--- config.mk ---
export PLATFORM = sky130hd
export DESIGN_NAME = mmhq_cmp
export DESIGN_NICKNAME = d
export VERILOG_FILES = /design/src/rtl/mmhq_cmp.sv
export SDC_FILE = /design/constraint.sdc
export NUM_CORES = 1
export LEC_CHECK = 0
export BUFFER_PORTS_ARGS = -buffer_cell sky130_fd_sc_hd__buf_4
export CAP_MARGIN = 0
export CORE_UTILIZATION = 42
export DETAILED_ROUTE_END_ITERATION = 16
export GPL_TIMING_DRIVEN = 0
export PLACE_DENSITY_LB_ADDON = 0.2
export SLEW_MARGIN = 20
export SYNTH_ARGS = -nofsm -noshare
export SYNTH_HDL_FRONTEND = slang
export SYNTH_SLANG_ARGS = --single-unit
--- constraint.sdc ---
create_clock -name vclk -period 2
set_clock_uncertainty 0.2 [all_clocks]
set_input_delay 0 -clock vclk [all_inputs]
set_output_delay 0 -clock vclk [all_outputs]
set_load 0.02 [all_outputs]
--- src/rtl/mmhq_cmp.sv ---
`default_nettype none
module mmhq_cmp (
	input  wire logic signed [31:0] a,
	input  wire logic signed [31:0] b,
	input  wire logic               want_max,
	output logic                    beats
);
	// strict: a ties never win
	assign beats = want_max ? (a > b) : (a < b);
endmodule
`default_nettype wire

---- After elaboration in Yosys (flattened, before gate mapping) ----
Index checks and enable logic that the tools add are counted.
storage, ports and cells
  memories ................................ 0
  output and inout port bits .............. 1
  bits in writable memories ............... 0
  bits in latches ......................... 0
  register bits after elaboration ......... 0
  word-level logic and storage cells ...... 3
  memory bits (read-only) ................. 0
operators by class
  $lt $le $gt $ge ......................... 2
  reductions and logical operators ........ 0
  divide/modulo/power cells ............... 0
  $add $sub $neg .......................... 0
  shift operators ......................... 0
  multiply operators ...................... 0
  mux-type cells .......................... 1
  bitwise operators ....................... 0
  equality and inequality tests ........... 0
operators by type and width
  kind            count
  $gt A32 B32 Y1  1
  $lt A32 B32 Y1  1
  $mux W1         1

---- Logic depth before layout (Yosys ltp) ----
  word-level depth ........................ 2
  depth in mapped cells ................... 8

---- Least setup slack after synthesis ----
OpenSTA, ideal clock, no wires.
  path kind ............................... input-to-output
  start point ............................. input b[14]
  end point ............................... output beats
  data arrival time ....................... 1.572 ns
  path slack .............................. 0.228 ns
  data required time ...................... 1.800 ns
  stages on the path ...................... 8
  path through ............................ inv_1 -> ha_1 -> a21oi_2 -> nand2_1 -> a221o_1 -> a211o_1 -> a21oi_2 -> mux2_1
on the way
  longest elaborated chain between the ends .. 2
ends and longest elaborated chain
  element                                           line  source
  start: declaration                                4     input wire logic signed [31:0] b,
  $lt A32 B32 Y1 or $gt A32 B32 Y1 (tied branches)  9     assign beats = want_max ? (a > b) : (a < b);
  $mux W1 (*)                                       9
  end: declaration                                  6     output logic beats
Mark *: on every way between the ends. The rest lies on a longest branch, timed or not.

---- Worst setup path after layout ----
  start point ............................. input a[5]
  end point ............................... output beats
on the way
  longest elaborated chain between the ends .. 2
ends and longest elaborated chain
  element                                           line  source
  start: declaration                                3     input wire logic signed [31:0] a,
  $lt A32 B32 Y1 or $gt A32 B32 Y1 (tied branches)  9
  $mux W1 (*)                                       9
Marks and branches as above.

==> key figures <==
Detailed routing
  – DR WL/cell: 13.3 um
  – # DRC: 0
  – DR vias: 1,061
  – Final WL: 2800 um
  – Antenna Violating Nets Remaining: 0
  – Vias/cell: 5.03
  – Drt initial violations: 12
  – DRT Pass-1 Iters: 4

Setup path
  – WS Path Type: in2out
  – Slowest cell on crit path: mux2_4
  – Worst path bufs/invs: 2
  – Startpoint Class: primary input
  – Cell depth of the worst setup path: 9
  – Crit. Startpoint: a[5]
  – Arr. time, crit path: 1.83 ns
  – Crit-path max FO: 2
  – CP Capture Type: primary output
  – Most common cell on crit path: a21oi_2
  – CP peak stage delay: 0.32 ns
  – Worst endpoint required time: 1.80 ns
  – Critical path, cell by cell: buf_4, ha_4, a21oi_2, o21ai_1, a221o_1, a211o_1, a21oi_2, mux2_4, buf_6
  – Crit path max-delay family: compound AO/OA/AOI/OAI gates

Run status
  – Status: finished, violations left
  – Failing checks: setup timing

Power
  – Leakage power: 0.863 nW
  – Switching pwr: 0.138 mW
  – Clock power frac: 0%
  – Seq pwr share: 0%
  – Peak supply drop: 178 uV
  – Power share of the combinational group: 100.0%
  – P_int: 0.190 mW
  – Sw Share: 42.1%
  – Pwr dens: 217 nW/um^2

Layout
  – Design Area, Final: 1520 sq um
  – Number of antenna diodes: 0
  – Seq Cell Count: 0
  – Layout cells sized above 1: 49.5%
  – Fill count: 113
  – # clk buffers: 0
  – Fin nets: 285
  – Reg area: 0 sq um
  – Non-filler cells, final: 211
  – Layout Area Growth over Synthesis: 81.6%

Placed design
  – Post-detail-place hpwl: 2120 um
  – RePlAce Congestion: 0.755
  – Placed cell count: 209
  – Post-Place Cell Area: 1360 sq um
  – Pre-CTS setup slack: -0.0171 ns
  – Port bufs: 66

Global route
  – First-pass GRT wire length: 3670 um
  – Vias in the first global route: 964
  – Antenna violations before repair: 0
  – Total gr overflow: 0
  – Gr usage total: 22.6%
  – Largest net degree at the start of global routing: 4

STA
  – Max Slew Vio Count: 0
  – Worst Tran Pin Value: 0.488 ns
  – Fin crit share: 101%
  – Slew Limit Headroom: 67.1%
  – PnR worst setup slack: -0.0272 ns
  – Final setup fails: 1
  – Highest clock rate: 493 MHz
  – Hold Violations, Final: 0
  – Final worst path period need: 2.03 ns

Floorplan
  – Initial Util: 46.3%
  – Die height: 46.6 um
  – Rows: 15
  – Core region area: 1800 sq um
  – DIE AREA: 2170 sq um
  – Ports: 66
  – Die W: 46.6 um

Synthesis
  – Synth Cell Area: 835 sq um
  – Post-synthesis net count: 215
  – Syn avg cell area: 7.07 sq um
  – Seq/Total Area, Yosys: 0%
  – Yosys warning count: 0
  – Post-synthesis cell type count: 20
  – Cells after Synth: 118

Job
  – Max_cap viols: 0

Hold path
  – Tightest Hold Check Type: in2out
  – Hold path cells: 4
  – Hold path start: want_max
-- cell usage after synthesis, types with 2 or more instances --
library cell,n,area [sq um]
nor2_1,2,7.51
a21oi_1,14,70.1
o21ai_0,4,20.0
nand2_1,9,33.8
nand4_1,6,37.5
a21oi_2,2,17.5
nand3_1,2,10.0
inv_1,34,128
a21o_1,3,22.5
ha_1,32,400
-- final timing paths --
| kind | slack [ns] | to |
|---|---|---|
| setup / recovery | -0.03 | beats |
| hold / removal | 0.36 | beats |
-- repair_timing --
action | CTS | global route
gates cloned | 0 | 0
resized for setup | 2 | 23
endpoints found under the setup margin | 1 | 1
hold buffers | 0 | 0
buffers inserted | 1 | 1
pin swaps | 1 | 12
-- stage by stage --
stage	setup TNS [ns]	hold slack (ns)	util, %	power [mW]
detailed placement	-0.0171	0.344	75.6	0.267
floorplan	0	0.184	-	0.133
global route	-0.0616	0.365	84.1	0.362
global placement	-0.00789	0.331	75.6	0.253
CTS	0	0.348	76.7	0.273
finish	-0.0272	0.359	84.1	0.329
-- worst min-delay path, delay by kind of cell --
family	cells	cell delay [ns]
xor gates and xnor gates	1	0.07
buffers and inverters	2	0.22
muxes	1	0.27
-- routing by layer --
layer / wire (um) / track usage (%) / share of wire, % / vias to the layer above
met1: 1140 / 21.4 / 41 / 463
met3: 221 / 5.10 / 7.9 / 4
met5: 0 / 0 / 0 / -
li1: - / - / - / 543
met2: 1400 / 44.7 / 50 / 51
met4: 40 / 10.0 / 1.4 / 0
-- placed cells by master, fill, tap and decap left out, types with 2 or more instances in the layout --
cell / Yosys / final
ha_1: 32 / 23
ha_4: 0 / 9
a21oi_1: 14 / 12
buf_4: 0 / 66
nor2_1: 2 / 2
o21ai_0: 4 / 3
buf_6: 0 / 2
nand2_1: 9 / 8
a21oi_2: 2 / 4
inv_2: 0 / 5
inv_4: 0 / 2
nand3_1: 2 / 2
inv_1: 34 / 27
a21o_1: 3 / 3
nand4_1: 6 / 6
-- power by group through the flow --
stage / sequential, mW / clock [mW] / combinational [mW]
5_1_grt: 0 / 0 / 0.362
3_5_place_dp: 0 / 0 / 0.267
2_1_floorplan: 0 / 0 / 0.133
3_3_place_gp: 0 / 0 / 0.253
4_1_cts: 0 / 0 / 0.273
6_report: 0 / 0 / 0.329
-- kinds of logic (layout without fill, tap and decap cells) --
kind of cell	Yosys count	in the layout	synth area share [%]
buf+inv	34	102	15.3
fa+ha+maj	32	32	48.0
compound gates	28	28	20.8
simple gates	22	22	13.5
xor+xnor	1	1	1.05
mux	1	1	1.35
-- layout make-up --
| type | instances | area [sq um] | share of cell area (%) |
|---|---|---|---|
| multi-input cells | 84 | 833 | 55.0 |
| repair buffers | 68 | 518 | 34.2 |
| inverters | 34 | 133 | 8.75 |
| well taps | 25 | 31.3 | 2.06 |
No activity file was read; power rests on OpenSTA's default activity.
